$ cat config.mk
export PLATFORM = sky130hd
export DESIGN_NAME = abt_cell
export DESIGN_NICKNAME = d
export VERILOG_FILES = /design/src/design/address_blacklist_table_assert.svh /design/src/design/abt_pkg.sv /design/src/design/abt_cell.sv
export SDC_FILE = /design/constraint.sdc
export NUM_CORES = 1
export LEC_CHECK = 0
export BUFFER_PORTS_ARGS = -buffer_cell sky130_fd_sc_hd__buf_2
export CAP_MARGIN = 20
export CELL_PAD_IN_SITES_DETAIL_PLACEMENT = 1
export CELL_PAD_IN_SITES_GLOBAL_PLACEMENT = 1
export CORE_MARGIN = 2
export CORE_UTILIZATION = 36
export CTS_CLUSTER_DIAMETER = 60
export DETAILED_ROUTE_END_ITERATION = 6
export GPL_TIMING_DRIVEN = 0
export PLACE_DENSITY = 0.95
export SLEW_MARGIN = 10
export SYNTH_ARGS = -nofsm -noshare
export SYNTH_HDL_FRONTEND = slang
export SYNTH_SLANG_ARGS = --single-unit
$ cat constraint.sdc
create_clock -name i_clk -period 4.8 [get_ports i_clk]
set_input_delay 0.48 -clock i_clk [delete_from_list [all_inputs] [get_ports i_clk]]
set_output_delay 0.48 -clock i_clk [all_outputs]
set_load 0.05 [all_outputs]
$ cat src/design/address_blacklist_table_assert.svh
//------------------------------------------------------------------------------
// Address blacklist table assertion macros
// Shared concurrent assertion forms used by the table control logic.
//------------------------------------------------------------------------------
`ifndef ADDRESS_BLACKLIST_TABLE_ASSERT_SVH
`define ADDRESS_BLACKLIST_TABLE_ASSERT_SVH

// Condition must hold in the same cycle as the trigger.
`define ABT_ASSERT_SAME(label, clk, rst_n, trig, cond) \
    label: assert property (@(posedge clk) disable iff (!(rst_n)) (trig) |-> (cond)) \
        else $error("address blacklist table: assertion failed");

// Condition must hold in the cycle after the trigger.
`define ABT_ASSERT_NEXT(label, clk, rst_n, trig, cond) \
    label: assert property (@(posedge clk) disable iff (!(rst_n)) (trig) |=> (cond)) \
        else $error("address blacklist table: assertion failed");

`endif

$ cat src/design/abt_pkg.sv
//------------------------------------------------------------------------------
// Address blacklist table package
// Sizes, command and result codes, and the control bundle sent to the cells.
//------------------------------------------------------------------------------
package abt_pkg;

    localparam int TABLE_ENTRIES = 64;
    localparam int DOMAIN_BITS   = 16;
    localparam int IDX_W         = (TABLE_ENTRIES > 1) ? $clog2(TABLE_ENTRIES) : 1;
    localparam int CNT_W         = $clog2(TABLE_ENTRIES + 1);

    localparam int CMD_W    = 2;
    localparam int ADDR_W   = 32;
    localparam int DOM_IN_W = 16;
    localparam int RES_W    = 2;
    localparam int COUNT_W  = 7;

    localparam logic [CMD_W-1:0] CMD_ADD    = 2'd0;
    localparam logic [CMD_W-1:0] CMD_REMOVE = 2'd1;
    localparam logic [CMD_W-1:0] CMD_CHECK  = 2'd2;

    localparam logic [RES_W-1:0] RES_ABSENT  = 2'd0;
    localparam logic [RES_W-1:0] RES_DONE    = 2'd1;
    localparam logic [RES_W-1:0] RES_PRESENT = 2'd2;
    localparam logic [RES_W-1:0] RES_FULL    = 2'd3;

    typedef struct packed {
        logic             cmp_en;
        logic             add_en;
        logic             rem_en;
        logic [IDX_W-1:0] rem_idx;
    } t_cell_ctl;

endpackage

$ cat src/design/abt_cell.sv
//------------------------------------------------------------------------------
// Address blacklist table cell
// Holds one (address, domain) entry, compares it against the query and takes
// its neighbor's entry when a removal closes the gap.
//------------------------------------------------------------------------------
module abt_cell (
    input  logic                            i_clk,
    input  logic [abt_pkg::IDX_W-1:0]       i_index,
    input  logic [abt_pkg::CNT_W-1:0]       i_fill,
    input  abt_pkg::t_cell_ctl              i_ctl,
    input  logic [abt_pkg::ADDR_W-1:0]      i_q_addr,
    input  logic [abt_pkg::DOMAIN_BITS-1:0] i_q_dom,
    input  logic [abt_pkg::ADDR_W-1:0]      i_next_addr,
    input  logic [abt_pkg::DOMAIN_BITS-1:0] i_next_dom,
    output logic [abt_pkg::ADDR_W-1:0]      o_addr,
    output logic [abt_pkg::DOMAIN_BITS-1:0] o_dom,
    output logic                            o_exact,
    output logic                            o_hit
);

    logic [abt_pkg::ADDR_W-1:0]      r_addr;
    logic [abt_pkg::DOMAIN_BITS-1:0] r_dom;
    logic                            r_exact;
    logic                            r_hit;
    logic                            w_held;
    logic                            w_addr_eq;

    // An entry is meaningful only below the fill level.
    assign w_held    = {1'b0, i_index} < abt_pkg::CNT_W'(i_fill);
    assign w_addr_eq = (r_addr == i_q_addr);

    always_ff @(posedge i_clk) begin
        if (i_ctl.cmp_en) begin
            r_exact <= w_held && w_addr_eq && (r_dom == i_q_dom);
            r_hit   <= w_held && w_addr_eq && ((r_dom == '0) || (r_dom == i_q_dom));
        end
        if (i_ctl.add_en && (i_index == i_fill[abt_pkg::IDX_W-1:0])) begin
            r_addr <= i_q_addr;
            r_dom  <= i_q_dom;
        end else if (i_ctl.rem_en && (i_index >= i_ctl.rem_idx)) begin
            r_addr <= i_next_addr;
            r_dom  <= i_next_dom;
        end
    end

    assign o_addr  = r_addr;
    assign o_dom   = r_dom;
    assign o_exact = r_exact;
    assign o_hit   = r_hit;

endmodule

==> flow_metrics.tcl <==
set metrics [dict create \
    status "finished clean" \
    vias_per_cell 4.89 \
    end_kind "register" \
    hp-class "input pin to register" \
    ctsResizeCount 0 \
    rows 33 \
    worstSetupPathType "input pin to register" \
    dieArea_um2 8940 \
    cts_hold_buf 0 \
    relSlewSlack_pct 55.4 \
    arrival_ps 2350 \
    clockRootBuffer "clkbuf_8" \
    vdd_drop_max_mv 0.166 \
    vias 2427 \
    slew_viol_final 0 \
    clkLatencyLatePin_ps 300 \
    synth_largest_area_cell "edfxtp_1" \
    max_freq_ghz 0.429 \
    start_kind "input pin" \
    worstMarginPinSlew_ps 669 \
    synth-edff-count 50 \
    initial_utilization_pct 36.5 \
    placed_area_um2 3940 \
    num_io_pins 169 \
    syn-mean-instance-area_um2 13.8 \
    ys_seq_area_share_pct 50.9 \
    final_common_cell "buf_2" \
    cts_tree "built" \
    ys_ff_latch 50 \
    path_clk_slew_ps 100 \
    fin_tns_setup_ps 0 \
    grt_max_degree 26 \
    place_congestion 0.753 \
    cts.sinks 50 \
    final_core_util_pct 50.2 \
    h-tree-depth 2 \
    cap_violations 0 \
    fillers 924 \
    synth.distinct_cells 23 \
    post_cts_buffers 0 \
    synth_cells 214 \
    required_ps 4810 \
    die_y_um 94.5 \
    path_max_fanout 25 \
    wl_per_cell_um 16.9 \
    die_width_um 94.5 \
    ant_nets 0 \
    area_growth_pct 37.6 \
    dp_hpwl_mm 7.03 \
    synth_async_sr_flop_share_pct 0 \
    layout_min_cycle_time_ps 2330 \
    final_hold_viol_count 0 \
    cellLeakagePower_nw 1.74 \
    totalWireLength_mm 8.36 \
    drtIter0Drc 28 \
    cts-buffers-inserted 5 \
    yosys-top-cells-area "edfxtp_1, mux2_2, xnor2_1" \
    grt_pass1_vias 2729 \
    grt_pass1_wl_mm 12.9 \
    layout_common_cells "buf_2, edfxtp_1, mux2_2" \
    power-per-cell-area_nw_per_um2 317 \
    synth_top_area_share_pct 50.9 \
    finalNetCount 521 \
    stdcell_area_um2 4060 \
    setup_violations 0 \
    cts_max_path_buffers 2 \
    r2r_slack_ps 3010 \
    drive_above_1_share_pct 59.6 \
    synthFlopType "edfxtp_1" \
    drc 0 \
    skew_ps 5.10 \
    rsz0062_at_grt "false" \
    yosys_warnings 0 \
    hold-worst-slack_ps 394 \
    grtUsageTotal_pct 18.8 \
    antenna_found_initial 0 \
    diodes 0 \
    synth_area_um2 2950 \
    synth_fp_nets 345 \
    finalCritPeriodShare_pct 48.6 \
    grt_overflow 0 \
    firstDrtPassIters 3 \
    port_buffers 168 \
    core_um2 8090 \
]
## through the flow
step                      power, mW  cells  setup slack [ps]
after floorplan               0.850    214              2440
after global placement        0.974    487              1870
after detailed placement      0.991    488              2100
after CTS                      1.30    496              2430
after global routing           1.35    496              2290
final                          1.29    496              2470
## final cells by class
| cell class | instances | area [µm²] | area share [%] |
|---|---|---|---|
| sequential | 50 | 1500 | 37.0 |
| inverter | 11 | 41.3 | 1.02 |
| clock inverter | 3 | 48.8 | 1.20 |
| multi-input combinational | 148 | 1360 | 33.6 |
| buffer | 5 | 45.0 | 1.11 |
| timing repair buffer | 169 | 861 | 21.2 |
| tap | 105 | 131 | 3.24 |
| clock buffer | 5 | 68.8 | 1.69 |
## synth_stat cells (2+ instances only)
cell,number
a21o_1,3
a21oi_1,4
buf_4,3
buf_6,2
edfxtp_1,50
ha_1,12
inv_1,11
mux2_2,48
nand2_1,2
nand4_1,11
nor4_1,10
xnor2_1,32
xor2_1,16
## final timing paths
| check | start | cells past startpoint | end |
|---|---|---|---|
| max | i_index[4] | 8 | o_addr[28]$_DFFE_PP_ |
| min | i_ctl[8] | 1 | o_exact$_DFFE_PP_ |
| max reg2reg | o_addr[31]$_DFFE_PP_ | 5 | o_hit$_DFFE_PP_ |
| min reg2reg | o_dom[15]$_DFFE_PP_ | 3 | o_hit$_DFFE_PP_ |
## worst max-delay path: stages
cell and delay, ps:
buf_2 110, ha_1 290, nand3_1 120, nor2_2 220, buf_6 200, a21o_1 100, a31o_2 530, buf_12 270
## logic make-up after synthesis
group           synth area share (%)
flops                           50.9
xor+xnor                        14.2
mux                             18.3
simple gates                    5.68
buf+inv                         2.93
compound gates                  2.84
fa+ha+maj                       5.09
## report_power, final
group	switching (mW)	internal, mW
Combinational	0.267	0.135
Sequential	0.0349	0.539
Clock	0.153	0.159
Total	0.455	0.833
## sequential cells by signal (all words and copies together) (netlist names)
signal	count
o_addr	32
o_exact	1
o_dom	16
o_hit	1
## per-layer routing
metal	part of all wire [%]	GRT usage, %
met5	0	0
met4	2.1	5.19
met3	7.1	4.55
met2	54	36.8
met1	36	19.9
Note: power is estimated with default switching activity, not from simulation.
