[src/design/address_blacklist_table_assert.svh]
//------------------------------------------------------------------------------
// Address blacklist table assertion macros
// Shared concurrent assertion forms used by the table control logic.
//------------------------------------------------------------------------------
`ifndef ADDRESS_BLACKLIST_TABLE_ASSERT_SVH
`define ADDRESS_BLACKLIST_TABLE_ASSERT_SVH

// Condition must hold in the same cycle as the trigger.
`define ABT_ASSERT_SAME(label, clk, rst_n, trig, cond) \
    label: assert property (@(posedge clk) disable iff (!(rst_n)) (trig) |-> (cond)) \
        else $error("address blacklist table: assertion failed");

// Condition must hold in the cycle after the trigger.
`define ABT_ASSERT_NEXT(label, clk, rst_n, trig, cond) \
    label: assert property (@(posedge clk) disable iff (!(rst_n)) (trig) |=> (cond)) \
        else $error("address blacklist table: assertion failed");

`endif

[src/design/abt_pkg.sv]
//------------------------------------------------------------------------------
// Address blacklist table package
// Sizes, command and result codes, and the control bundle sent to the cells.
//------------------------------------------------------------------------------
package abt_pkg;

    localparam int TABLE_ENTRIES = 64;
    localparam int DOMAIN_BITS   = 16;
    localparam int IDX_W         = (TABLE_ENTRIES > 1) ? $clog2(TABLE_ENTRIES) : 1;
    localparam int CNT_W         = $clog2(TABLE_ENTRIES + 1);

    localparam int CMD_W    = 2;
    localparam int ADDR_W   = 32;
    localparam int DOM_IN_W = 16;
    localparam int RES_W    = 2;
    localparam int COUNT_W  = 7;

    localparam logic [CMD_W-1:0] CMD_ADD    = 2'd0;
    localparam logic [CMD_W-1:0] CMD_REMOVE = 2'd1;
    localparam logic [CMD_W-1:0] CMD_CHECK  = 2'd2;

    localparam logic [RES_W-1:0] RES_ABSENT  = 2'd0;
    localparam logic [RES_W-1:0] RES_DONE    = 2'd1;
    localparam logic [RES_W-1:0] RES_PRESENT = 2'd2;
    localparam logic [RES_W-1:0] RES_FULL    = 2'd3;

    typedef struct packed {
        logic             cmp_en;
        logic             add_en;
        logic             rem_en;
        logic [IDX_W-1:0] rem_idx;
    } t_cell_ctl;

endpackage

[src/design/abt_if.sv]
//------------------------------------------------------------------------------
// Address blacklist table channels
// Request and response channels with a valid/ready handshake.
//------------------------------------------------------------------------------
interface abt_in_if;
    logic                         valid;
    logic                         ready;
    logic [abt_pkg::CMD_W-1:0]    cmd;
    logic [abt_pkg::ADDR_W-1:0]   ip_addr;
    logic [abt_pkg::DOM_IN_W-1:0] domain_id;

    modport source (output valid, output cmd, output ip_addr, output domain_id,
                    input ready);
    modport sink   (input valid, input cmd, input ip_addr, input domain_id,
                    output ready);
endinterface

interface abt_out_if;
    logic                        valid;
    logic                        ready;
    logic [abt_pkg::RES_W-1:0]   outcome;
    logic [abt_pkg::COUNT_W-1:0] entry_count;

    modport source (output valid, output outcome, output entry_count, input ready);
    modport sink   (input valid, input outcome, input entry_count, output ready);
endinterface

[src/design/abt_ctrl.sv]
//------------------------------------------------------------------------------
// Address blacklist table control
// Sequences each command through compare, match reduction and update, keeps
// the fill level and holds the response register.
//------------------------------------------------------------------------------
`include "address_blacklist_table_assert.svh"

module abt_ctrl (
    input  logic                                i_clk,
    input  logic                                i_rst_n,
    abt_in_if.sink                              i_in,
    abt_out_if.source                           o_out,
    input  logic [abt_pkg::TABLE_ENTRIES-1:0]   i_exact,
    input  logic [abt_pkg::TABLE_ENTRIES-1:0]   i_hit,
    output abt_pkg::t_cell_ctl                  o_ctl,
    output logic [abt_pkg::CNT_W-1:0]           o_fill,
    output logic [abt_pkg::ADDR_W-1:0]          o_q_addr,
    output logic [abt_pkg::DOMAIN_BITS-1:0]     o_q_dom
);

    typedef enum logic [1:0] {S_IDLE, S_CMP, S_FIND, S_APPLY} t_state;

    t_state                          r_state, n_state;
    logic [abt_pkg::CMD_W-1:0]       r_cmd, n_cmd;
    logic [abt_pkg::ADDR_W-1:0]      r_addr, n_addr;
    logic [abt_pkg::DOMAIN_BITS-1:0] r_dom, n_dom;
    logic [abt_pkg::CNT_W-1:0]       r_fill, n_fill;
    logic                            r_any_exact, n_any_exact;
    logic                            r_any_hit, n_any_hit;
    logic [abt_pkg::IDX_W-1:0]       r_idx, n_idx;
    logic                            r_out_valid, n_out_valid;
    logic [abt_pkg::RES_W-1:0]       r_outcome, n_outcome;
    logic [abt_pkg::COUNT_W-1:0]     r_count, n_count;

    logic w_out_take;
    logic w_out_free;
    logic w_full;
    logic w_add_en;
    logic w_rem_en;

    assign w_out_take = r_out_valid && o_out.ready;
    assign w_out_free = !r_out_valid || w_out_take;
    assign w_full     = (r_fill == abt_pkg::CNT_W'(abt_pkg::TABLE_ENTRIES));
    assign w_add_en   = (r_state == S_APPLY) && w_out_free && (r_cmd == abt_pkg::CMD_ADD)
                        && !w_full && !r_any_exact;
    assign w_rem_en   = (r_state == S_APPLY) && w_out_free
                        && (r_cmd == abt_pkg::CMD_REMOVE) && r_any_exact;

    always_comb begin
        n_state     = r_state;
        n_cmd       = r_cmd;
        n_addr      = r_addr;
        n_dom       = r_dom;
        n_fill      = r_fill;
        n_any_exact = r_any_exact;
        n_any_hit   = r_any_hit;
        n_idx       = r_idx;
        n_out_valid = r_out_valid && !w_out_take;
        n_outcome   = r_outcome;
        n_count     = r_count;

        case (r_state)
            S_IDLE: begin
                if (i_in.valid) begin
                    n_cmd   = i_in.cmd;
                    n_addr  = i_in.ip_addr;
                    n_dom   = i_in.domain_id[abt_pkg::DOMAIN_BITS-1:0];
                    n_state = S_CMP;
                end
            end
            S_CMP: begin
                n_state = S_FIND;
            end
            S_FIND: begin
                // Held pairs are unique, so at most one exact flag is set and
                // OR-ing the indexes of set flags yields its position.
                n_any_exact = |i_exact;
                n_any_hit   = |i_hit;
                n_idx       = '0;
                for (int i = 0; i < abt_pkg::TABLE_ENTRIES; i++) begin
                    if (i_exact[i]) begin
                        n_idx = n_idx | abt_pkg::IDX_W'(i);
                    end
                end
                n_state = S_APPLY;
            end
            S_APPLY: begin
                if (w_out_free) begin
                    n_outcome = abt_pkg::RES_ABSENT;
                    case (r_cmd)
                        abt_pkg::CMD_ADD: begin
                            if (w_full) begin
                                n_outcome = abt_pkg::RES_FULL;
                            end else if (r_any_exact) begin
                                n_outcome = abt_pkg::RES_PRESENT;
                            end else begin
                                n_outcome = abt_pkg::RES_DONE;
                                n_fill    = r_fill + 1'b1;
                            end
                        end
                        abt_pkg::CMD_REMOVE: begin
                            if (r_any_exact) begin
                                n_outcome = abt_pkg::RES_DONE;
                                n_fill    = r_fill - 1'b1;
                            end
                        end
                        abt_pkg::CMD_CHECK: begin
                            if (r_any_hit) begin
                                n_outcome = abt_pkg::RES_DONE;
                            end
                        end
                        default: begin
                            n_outcome = abt_pkg::RES_ABSENT;
                        end
                    endcase
                    n_count     = abt_pkg::COUNT_W'(n_fill);
                    n_out_valid = 1'b1;
                    n_state     = S_IDLE;
                end
            end
            default: begin
                n_state = S_IDLE;
            end
        endcase
    end

    always_ff @(posedge i_clk) begin
        r_cmd       <= n_cmd;
        r_addr      <= n_addr;
        r_dom       <= n_dom;
        r_any_exact <= n_any_exact;
        r_any_hit   <= n_any_hit;
        r_idx       <= n_idx;
        r_outcome   <= n_outcome;
        r_count     <= n_count;
        if (!i_rst_n) begin
            r_state     <= S_IDLE;
            r_fill      <= '0;
            r_out_valid <= 1'b0;
        end else begin
            r_state     <= n_state;
            r_fill      <= n_fill;
            r_out_valid <= n_out_valid;
        end
    end

    assign i_in.ready        = (r_state == S_IDLE);
    assign o_out.valid       = r_out_valid;
    assign o_out.outcome     = r_outcome;
    assign o_out.entry_count = r_count;

    assign o_ctl.cmp_en  = (r_state == S_CMP);
    assign o_ctl.add_en  = w_add_en;
    assign o_ctl.rem_en  = w_rem_en;
    assign o_ctl.rem_idx = r_idx;
    assign o_fill        = r_fill;
    assign o_q_addr      = r_addr;
    assign o_q_dom       = r_dom;

    `ABT_ASSERT_SAME(a_fill_bound, i_clk, i_rst_n, 1'b1, r_fill <= abt_pkg::CNT_W'(abt_pkg::TABLE_ENTRIES))
    `ABT_ASSERT_SAME(a_exact_unique, i_clk, i_rst_n, r_state == S_FIND, $onehot0(i_exact))
    `ABT_ASSERT_NEXT(a_fill_only_on_apply, i_clk, i_rst_n, r_state != S_APPLY, $stable(r_fill))
    `ABT_ASSERT_NEXT(a_add_grows, i_clk, i_rst_n, w_add_en, r_fill == $past(r_fill) + 1'b1)
    `ABT_ASSERT_NEXT(a_rem_shrinks, i_clk, i_rst_n, w_rem_en, r_fill == $past(r_fill) - 1'b1)

endmodule

[src/flat_wrapper.sv]
// flat-port wrapper written by rule: the top's interface ports become plain ports
module abt_ctrl_flat 
  (i_clk, i_rst_n, i_exact, i_hit, o_ctl, o_fill, o_q_addr, o_q_dom, i_in_valid, i_in_cmd, i_in_ip_addr, i_in_domain_id, i_in_ready, o_out_valid, o_out_outcome, o_out_entry_count, o_out_ready);
  abt_in_if i_in_i ();
  abt_out_if o_out_i ();
  input  logic i_clk;
  input  logic i_rst_n;
  input  logic [abt_pkg::TABLE_ENTRIES-1:0] i_exact;
  input  logic [abt_pkg::TABLE_ENTRIES-1:0] i_hit;
  output abt_pkg::t_cell_ctl o_ctl;
  output logic [abt_pkg::CNT_W-1:0] o_fill;
  output logic [abt_pkg::ADDR_W-1:0] o_q_addr;
  output logic [abt_pkg::DOMAIN_BITS-1:0] o_q_dom;
  input wire logic [$bits(i_in_i.valid)-1:0] i_in_valid;
  input wire logic [$bits(i_in_i.cmd)-1:0] i_in_cmd;
  input wire logic [$bits(i_in_i.ip_addr)-1:0] i_in_ip_addr;
  input wire logic [$bits(i_in_i.domain_id)-1:0] i_in_domain_id;
  output wire logic [$bits(i_in_i.ready)-1:0] i_in_ready;
  output wire logic [$bits(o_out_i.valid)-1:0] o_out_valid;
  output wire logic [$bits(o_out_i.outcome)-1:0] o_out_outcome;
  output wire logic [$bits(o_out_i.entry_count)-1:0] o_out_entry_count;
  input wire logic [$bits(o_out_i.ready)-1:0] o_out_ready;
  assign i_in_i.valid = i_in_valid;
  assign i_in_i.cmd = i_in_cmd;
  assign i_in_i.ip_addr = i_in_ip_addr;
  assign i_in_i.domain_id = i_in_domain_id;
  assign i_in_ready = i_in_i.ready;
  assign o_out_valid = o_out_i.valid;
  assign o_out_outcome = o_out_i.outcome;
  assign o_out_entry_count = o_out_i.entry_count;
  assign o_out_i.ready = o_out_ready;
  abt_ctrl u_core (.i_clk(i_clk), .i_rst_n(i_rst_n), .i_in(i_in_i), .o_out(o_out_i), .i_exact(i_exact), .i_hit(i_hit), .o_ctl(o_ctl), .o_fill(o_fill), .o_q_addr(o_q_addr), .o_q_dom(o_q_dom));
endmodule
[config.mk]
export PLATFORM = sky130hd
export DESIGN_NAME = abt_ctrl_flat
export DESIGN_NICKNAME = d
export VERILOG_FILES = /design/src/design/abt_pkg.sv /design/src/design/abt_if.sv /design/src/design/abt_ctrl.sv /design/src/flat_wrapper.sv
export VERILOG_INCLUDE_DIRS = /design/src /design/src/design
export SDC_FILE = /design/constraint.sdc
export NUM_CORES = 1
export LEC_CHECK = 0
export BUFFER_PORTS_ARGS = -buffer_cell sky130_fd_sc_hd__buf_2
export CAP_MARGIN = 20
export CORE_AREA = 2 2 98 100
export CTS_CLUSTER_DIAMETER = 60
export CTS_CLUSTER_SIZE = 14
export DETAILED_ROUTE_END_ITERATION = 8
export DIE_AREA = 0 0 100 102
export PLACE_DENSITY = 0.76
export REMOVE_ABC_BUFFERS = 1
export SETUP_SLACK_MARGIN = 0.3
export SLEW_MARGIN = 20
export SYNTH_ARGS = -nofsm -noshare
export SYNTH_HDL_FRONTEND = slang
export SYNTH_SLANG_ARGS = --single-unit
[constraint.sdc]
create_clock -name i_clk -period 5.58 [get_ports i_clk]
set_input_delay 1.116 -clock i_clk [delete_from_list [all_inputs] [get_ports i_clk]]
set_output_delay 1.116 -clock i_clk [all_outputs]
set_load 0.02 [all_outputs]
==> impl_metrics.yaml, run 1 <==
finish:
  fin_nets: 727
  final_cell_mix: "buf_2 (256), edfxtp_1 (67), nor4_1 (29)"
  layout_commonest_cell: "buf_2"
  layout-drive-gt1-share_pct: 51.6
  syn_to_final_growth_pct: 47.2
  nFillCells: 825
  diodes: 0
  layoutNonFillerInstCount: 654
clock_network:
  cts_tree: "yes"
  clk_path_buf_depth: 2
  clock-root-buffer: "clkbuf_8"
  clk_pin_slew_ns: 0.10
  htree_levels: 3
  hold_buffers: 0
  numCtsBuffers: 9
  insertion_delay_ns: 0.36
  ctsResizeCount: 0
  cts_sinks: 77
  post-cts-setup-buffers: 0
timing:
  slew_viol_final: 0
  rsz0062_at_grt: "no"
  worst_pin_slew_ns: 0.669
  fin_worst_skew_ns: 0.0160
  fin_setup_tns_ns: 0
  post-route-min-period_ns: 3.00
  max_freq_mhz: 333
  hold_viol: 0
  setup_viol: 0
  slew_headroom_pct: 55.4
  fin_crit_sh_pct: 53.8
global_route:
  overflow: 0
  grt_max_degree: 51
  grt_pass1_vias: 3235
  grt_antenna_before_repair: 0
  grt_first_pass_wirelength_um: 15600
  track_usage_pct: 19.8
logic_synthesis:
  syn_area_um2: 3430
  synth_top_area_share_pct: 58.6
  ys_ff_latch: 77
  async_reset_ff_share_pct: 0
  netlist_instances: 277
  yosys.area.top_type: "edfxtp_1"
  yosys_warnings: 0
  syn_area_per_cell_um2: 12.4
  yosysSeqAreaShare_pct: 64.5
  synthTopCellsByArea: "edfxtp_1 (59%), dfxtp_1 (5.8%), nor4_1 (5.3%)"
  ys_types: 44
  synth-edff-count: 67
  synthFlopType: "edfxtp_1"
min_path:
  hold_end: "u_core.o_fill[6]$_SDFFE_PN0P_"
  min-delay-start: "u_core.o_fill[6]$_SDFFE_PN0P_"
  min-delay-path-class: "flop to flop"
  min_path_cells: 2
floorplan:
  fp.dieW_um: 100
  start_util_pct: 37.7
  ioPinCount: 257
  die_h_um: 102
  rows: 35
  core_um2: 9110
  die_area_um2: 10200
drt:
  viasPerCell: 5.13
  wl_um: 10400
  vias: 3354
  first_iter_violations: 184
  drc: 0
  post_drt_wl_per_cell_um: 15.9
  dr.pass1.iters: 6
  ant_nets: 0
pwr:
  power_frac_comb_pct: 28.3
  internal_power_mw: 1.23
  p_seq_share_pct: 45.2
  switching_share_pct: 33.6
  p_leak_nw: 2.20
  switchingPower_mw: 0.619
  p_per_area_nw_per_um2: 365
  ir_worst_vdd_v: 0.000152
  clockPowerShare_pct: 26.5
critical_path:
  r2r_start: "u_core.o_fill[0]$_SDFFE_PN0P_"
  cp-start-kind: "flop"
  crit_required_ns: 4.46
  criticalPathCategory: "flop to output pin"
  r2r-end: "u_core.o_out.outcome[0]$_DFFE_PP_"
  cp-end-kind: "output pin"
  reg2regPathDepth: 5
  worst-r2r-setup-slack_ns: 3.74
  critPathMaxFanout: 8
  arrival_ns: 1.88
placement:
  numPortBuffers: 256
  place_hpwl_um: 8300
  dp_cells: 638
  gp_congestion: 0.859
run:
  cap_violations: 0
run_status:
  status: "completed"
power groups by stage:
stage / clock (mW) / sequential [mW] / combinational (mW)
after global routing: 0.525 / 0.849 / 0.564
after global placement: 0 / 0.845 / 0.513
after CTS: 0.504 / 0.837 / 0.525
after floorplan: 0 / 0.975 / 0.178
after detailed placement: 0 / 0.849 / 0.524
final: 0.489 / 0.833 / 0.522
critical path, cell delays in order (launching register included):
cell	delay, ns
dfxtp_1	0.47
inv_1	0.10
ha_1	0.22
and3b_1	0.19
a21o_1	0.26
nor2_1	0.13
buf_2	0.17
worst max-delay path by stage:
| stage | from | endpoint | depth (start not counted) |
|---|---|---|---|
| after detailed placement | o_out_ready | o_ctl[6] | 4 |
| after floorplan | o_out_ready | o_ctl[7] | 3 |
| after global placement | o_out_ready | o_ctl[6] | 4 |
| after global routing | u_core.o_fill[0]$_SDFFE_PN0P_ | o_ctl[7] | 6 |
| after CTS | u_core.o_fill[0]$_SDFFE_PN0P_ | o_ctl[7] | 6 |
| final | u_core.o_fill[0]$_SDFFE_PN0P_ | o_ctl[7] | 6 |
cells in the mapped netlist, types with 4 or more instances:
cell,n
nor4_1,29
nor2_1,19
edfxtp_1,67
inv_1,8
dfxtp_1,10
nand2_1,20
nor3_1,21
ha_1,7
nand3_1,8
or3_1,7
or4_1,6
nand4_1,10
xnor2_1,4
nor2b_1,4
o21ai_0,4
a21oi_1,10
layer usage:
layer,up-vias,GRT usage [%],share of wire (%)
met3,27,3.69,7.5
met1,1526,22.2,38
met5,-,0,0
met4,0,9.59,2.9
met2,186,36.3,52
li1,1615,-,-
flip-flops by register name (all words and copies together) (netlist names):
name	flops
u_core.r_any_hit	1
u_core.o_q_addr	32
u_core.o_q_dom	16
u_core.r_idx	6
u_core.o_out.valid	1
u_core.o_out.outcome	2
u_core.o_fill	7
u_core.r_state	2
u_core.r_any_exact	1
u_core.r_cmd	2
u_core.o_out.entry_count	7
cell families after synthesis:
family / after synthesis / synth area share, %
AND/OR/NAND/NOR: 143 / 23.7
flip-flops: 77 / 64.5
AO/OA/AOI/OAI: 26 / 4.85
buffers and inverters: 14 / 1.82
XOR/XNOR: 7 / 1.79
adder cells (fa/ha/maj): 7 / 2.55
multiplexers: 3 / 0.875
layout make-up:
type | instances | area (um2) | share of cell area (%)
sequential | 77 | 2210 | 43.8
inverter | 8 | 30.0 | 0.595
tap | 111 | 139 | 2.75
clock buffer | 9 | 124 | 2.45
multi-input combinational | 186 | 1160 | 23.0
timing repair buffer | 256 | 1280 | 25.4
clock inverter | 7 | 105 | 2.08
per-stage QoR:
step                      setup slack (ns)  cell area, um2  power, mW  util [%]  hold WS, ns
final                                 2.58            5050       1.84      55.5        0.551
after global routing                  2.42            5050       1.94      55.5        0.567
after CTS                             2.57            5050       1.87      55.4        0.552
after detailed placement              2.70            4820       1.37      52.9        0.539
after global placement                2.72            4820       1.36      52.9        0.520
after floorplan                       2.83            3400       1.15         -        0.508
Power figures use the tool's default switching activity.
==> run 2: changes to the inputs <==
- CORE_AREA: 2 2 98 100 -> default
- CORE_MARGIN: default -> 2
- CORE_UTILIZATION: default -> 36
- DIE_AREA: 0 0 100 102 -> default
- clock period: 5.58 -> 2.6 ns (I/O delays scaled with it)
==> run 2 against run 1 <==
Clock-buffer cell count unchanged; die area up 1.3%; sequential cell count unchanged; wire length up 11%; largest cell class unchanged; critical path depth unchanged; first-iteration DRC count down 13%; cell count up 3.4%; clock power up 76%; total power up 110%; hold slack worse by 0.21 ns.
==> impl_metrics.yaml, run 2 (synthesis gave the netlist of run 1 again) <==
drt:
  wl_um: 11600
  viasPerCell: 5.08
  post_drt_wl_per_cell_um: 17.1
  vias: 3433
  dr.pass1.iters: 6
  drc: 0
  ant_nets: 0
  first_iter_violations: 161
finish:
  fin_area_um2: 5090
  layout-drive-gt1-share_pct: 52.7
  seqCellArea_um2: 2220
  multi_input_area_um2: 1170
  final_cell_mix: "buf_2 (255), edfxtp_1 (67), nor4_1 (29)"
  final_core_util_pct: 55.1
  fin_nets: 731
  largest_reg_flops: 32
  syn_to_final_growth_pct: 48.4
  nFillCells: 824
  layout_commonest_cell: "buf_2"
  diodes: 0
placement:
  numPortBuffers: 256
  place_hpwl_um: 9530
  place_area_um2: 4860
  gp_congestion: 0.899
timing:
  setup_viol: 0
  slew_viol_final: 0
  rsz0062_at_grt: "no"
  post-route-min-period_ns: 2.23
  worst_pin_slew_ns: 0.588
  fin_hold_ws_ns: 0.338
  hold_viol: 0
  fin_setup_tns_ns: 0
  slew_headroom_pct: 60.8
  fin_crit_sh_pct: 85.8
  max_freq_mhz: 448
  fin_worst_skew_ns: 0.0104
global_route:
  track_usage_pct: 20.8
  grt_first_pass_wirelength_um: 16200
  overflow: 0
  grt_max_degree: 29
  grt_antenna_before_repair: 1
  grt_pass1_vias: 3243
run_status:
  status: "completed"
critical_path:
  critPathBufInv: 2
  cp_top_family: "flip-flops"
  slowest_delay_ns: 0.38
  arrival_ns: 1.71
  cp-start-kind: "flop"
  path_cells: "inv_1 -> ha_1 -> and3b_1 -> a21o_1 -> nor2_2 -> buf_4"
  criticalPathCategory: "flop to output pin"
  slowest_stage: "dfxtp_4"
  crit_required_ns: 2.08
  critPathMaxFanout: 8
  cp-end-kind: "output pin"
pwr:
  internal_power_mw: 2.47
  p_leak_nw: 2.20
  clockPowerShare_pct: 22.5
  power_frac_comb_pct: 30.6
  switchingPower_mw: 1.36
  switching_share_pct: 35.4
  ir_worst_vdd_v: 0.000285
  p_total_mw: 3.83
  p_seq_share_pct: 46.9
  p_per_area_nw_per_um2: 751
clock_network:
  numCtsBuffers: 9
  clk_pin_slew_ns: 0.10
  cts_sinks: 77
  insertion_delay_ns: 0.35
  cts_tree: "yes"
  clk_path_buf_depth: 2
  hold_buffers: 0
  htree_levels: 3
  clock-root-buffer: "clkbuf_8"
floorplan:
  start_util_pct: 37.1
  rows: 35
  fp.dieW_um: 102
  ioPinCount: 257
  core_um2: 9240
  die_area_um2: 10300
  die_h_um: 102
min_path:
  min-delay-path-class: "input port to flop"
run:
  cap_violations: 0
[run 2: area by class of cell]
type                            instances  share of cell area (%)
Sequential cell                        77                    43.6
Timing Repair Buffer                  260                    26.0
Multi-Input combinational cell        186                    22.9
Inverter                                8                   0.590
Tap cell                              129                    3.17
Clock buffer                            9                    2.43
Clock inverter                          7                    1.28
[run 2: final timing paths]
path	start	endpoint	slack (ns)	depth (start not counted)
worst max-delay path	u_core.o_fill[0]$_SDFFE_PN0P_	o_ctl[7]	0.37	6
worst min-delay path	i_in_ip_addr[29]	u_core.o_q_addr[29]$_DFFE_PP_	0.34	1
worst max register to register	u_core.o_fill[2]$_SDFFE_PN0P_	u_core.o_fill[1]$_SDFFE_PN0P_	0.80	4
worst min register to register	u_core.o_fill[6]$_SDFFE_PN0P_	u_core.o_fill[6]$_SDFFE_PN0P_	0.54	2
[run 2: routing by layer]
| metal | track usage [%] | part of all wire, % |
|---|---|---|
| met2 | 37.0 | 53 |
| met1 | 25.2 | 37 |
| met4 | 8.00 | 2.4 |
| met3 | 3.52 | 7.8 |
| met5 | 0 | 0.11 |
[run 2: timing repair]
item,in CTS,in global routing
resized for setup,5,2
endpoints found under the setup margin,1,1
buffers inserted,0,3
[run 2: worst register-to-register path: cells and delay by family, from the launching register on]
family          cells  cell delay (ns)
flops               1             0.45
simple gates        3             1.04
compound gates      1             0.20
[run 2: metrics by stage]
stage	cells	setup slack, ns
global route	676	0.294
CTS	673	0.315
finish	676	0.369
global placement	657	0.506
detailed placement	657	0.482
floorplan	271	0.242
[run 2: power groups by stage]
stage	clock network (mW)	registers (mW)	logic, mW
global route	0.921	1.83	1.26
detailed placement	0	1.83	1.16
finish	0.860	1.80	1.17
floorplan	0	2.09	0.382
CTS	0.882	1.80	1.16
global placement	0	1.81	1.14
==> run 3: changes to the inputs <==
- CELL_PAD_IN_SITES_DETAIL_PLACEMENT: default -> 0
- CELL_PAD_IN_SITES_GLOBAL_PLACEMENT: default -> 1
- CORE_UTILIZATION: 36 -> 26
- GPL_TIMING_DRIVEN: default -> 0
- PLACE_DENSITY: 0.76 -> 0.72
==> run 3 against run 2 <==
Utilization is 14 points lower; global-route usage is 5.6 points lower; cell area rose by 3.7%; sequential share of layout area shrank 1.5 points; clock power is 51% higher; die area is 37% higher; clock skew fell by 0.0051 ns; sequential cell count is the same; critical endpoint unchanged; largest cell class unchanged; largest power group unchanged; highest routed layer is now met4.
==> impl_metrics.yaml, run 3 (synthesis gave the netlist of run 1 again) <==
finish:
  fin_area_um2: 5280
  largest_reg_flops: 32
  final_cell_mix: "buf_2 (255), edfxtp_1 (67), nor4_1 (29)"
  layout_commonest_cell: "buf_2"
  syn_to_final_growth_pct: 53.8
  layout-drive-gt1-share_pct: 52.5
  fin_nets: 731
  final_core_util_pct: 41.3
  nFillCells: 1268
  diodes: 0
drt:
  drc: 0
  post_drt_wl_per_cell_um: 15.4
  wl_um: 11100
  viasPerCell: 4.64
  dr.pass1.iters: 6
  first_iter_violations: 131
  vias: 3333
  ant_nets: 0
pwr:
  ir_worst_vdd_v: 0.000272
  p_per_area_nw_per_um2: 809
  p_leak_nw: 2.26
  p_total_mw: 4.27
critical_path:
  crit_required_ns: 2.08
  cp-end-kind: "output pin"
  criticalPathCategory: "flop to output pin"
  critPathMaxFanout: 8
  arrival_ns: 1.69
  cp-start-kind: "flop"
timing:
  fin_worst_skew_ns: 0.00537
  rsz0062_at_grt: "no"
  worst_pin_slew_ns: 0.796
  post-route-min-period_ns: 2.21
  setup_viol: 0
  final.setup.worst_slack_ns: 0.386
  max_freq_mhz: 452
  slew_viol_final: 0
  slew_headroom_pct: 46.9
  hold_viol: 0
  fin_crit_sh_pct: 85.1
  fin_setup_tns_ns: 0
global_route:
  grt_antenna_before_repair: 0
  track_usage_pct: 15.2
  overflow: 0
  grt_pass1_vias: 3434
  grt_max_degree: 30
  grt_first_pass_wirelength_um: 16900
placement:
  place_area_um2: 4920
  place_hpwl_um: 9270
  gp_congestion: 0.867
  place_ws_ns: 0.470
  numPortBuffers: 256
floorplan:
  fp.dieW_um: 119
  die_h_um: 119
  rows: 41
  ioPinCount: 257
  core_um2: 12800
  start_util_pct: 26.9
  die_area_um2: 14100
clock_network:
  clock-root-buffer: "clkbuf_16"
  clk_path_buf_depth: 2
  numCtsBuffers: 9
  htree_levels: 3
  cts_tree: "yes"
  hold_buffers: 0
  cts_sinks: 77
  clk_pin_slew_ns: 0.06
  insertion_delay_ns: 0.33
min_path:
  min-delay-path-class: "input port to flop"
run_status:
  status: "completed"
run:
  cap_violations: 0
[run 3: cell count changes in the layout (fill, tap and decap cells not counted), sizes merged]
cell / before / now
inv: 12 / 8
bufinv: 0 / 2
clkinv: 2 / 4
[run 3: routing by layer]
layer | track usage [%] | vias up | wire length, um
li1 | - | 1617 | -
met1 | 15.7 | 1511 | 4000
met2 | 28.3 | 179 | 5850
met3 | 3.83 | 26 | 868
met4 | 7.81 | 0 | 346
met5 | 0 | - | 0
[run 3: worst paths after layout]
path / to / start / depth (start not counted) / slack, ns
setup / recovery: o_ctl[7] / u_core.o_fill[0]$_SDFFE_PN0P_ / 6 / 0.39
setup reg to reg: u_core.o_out.outcome[0]$_DFFE_PP_ / u_core.o_fill[0]$_SDFFE_PN0P_ / 7 / 0.71
hold reg to reg: u_core.r_state[0]$_SDFFE_PN0P_ / u_core.r_state[0]$_SDFFE_PN0P_ / 2 / 0.55
hold / removal: u_core.o_q_addr[27]$_DFFE_PP_ / i_in_ip_addr[27] / 1 / 0.36
[run 3: worst max-delay path, cell delays in order (launching register included)]
cell     delay [ns]
dfxtp_4        0.38
inv_1          0.07
ha_1           0.20
and3b_1        0.19
a21o_1         0.23
nor2_2         0.13
buf_4          0.15
[run 3: final cells by class]
type	count	area (um2)	area share [%]
Timing Repair Buffer	260	1330	25.3
Sequential cell	77	2220	42.0
Clock buffer	9	225	4.27
Inverter	8	30.0	0.569
Tap cell	172	215	4.08
Multi-Input combinational cell	186	1170	22.1
Clock inverter	7	90.1	1.71
[run 3: metrics by stage]
| step | hold WS [ns] | instances |
|---|---|---|
| 6_report | 0.362 | 719 |
| 5_1_grt | 0.348 | 719 |
| 4_1_cts | 0.345 | 716 |
| 3_5_place_dp | 0.541 | 700 |
| 3_3_place_gp | 0.523 | 699 |
| 2_1_floorplan | 0.508 | 271 |
[run 3: report_power, final]
| group | total (mW) | switching, mW | internal [mW] |
|---|---|---|---|
| clock | 1.30 | 0.468 | 0.834 |
| sequential | 1.80 | 0.117 | 1.68 |
| combinational | 1.17 | 0.736 | 0.435 |
| total | 4.27 | 1.32 | 2.95 |
[run 3: timing repair]
item / 4_1_cts / 5_1_grt
setup buffers: 0 / 3
resized for setup: 4 / 3
cloned: 0 / 0
setup endpoints to repair: 1 / 1
endpoints found under the hold margin: 0 / 0
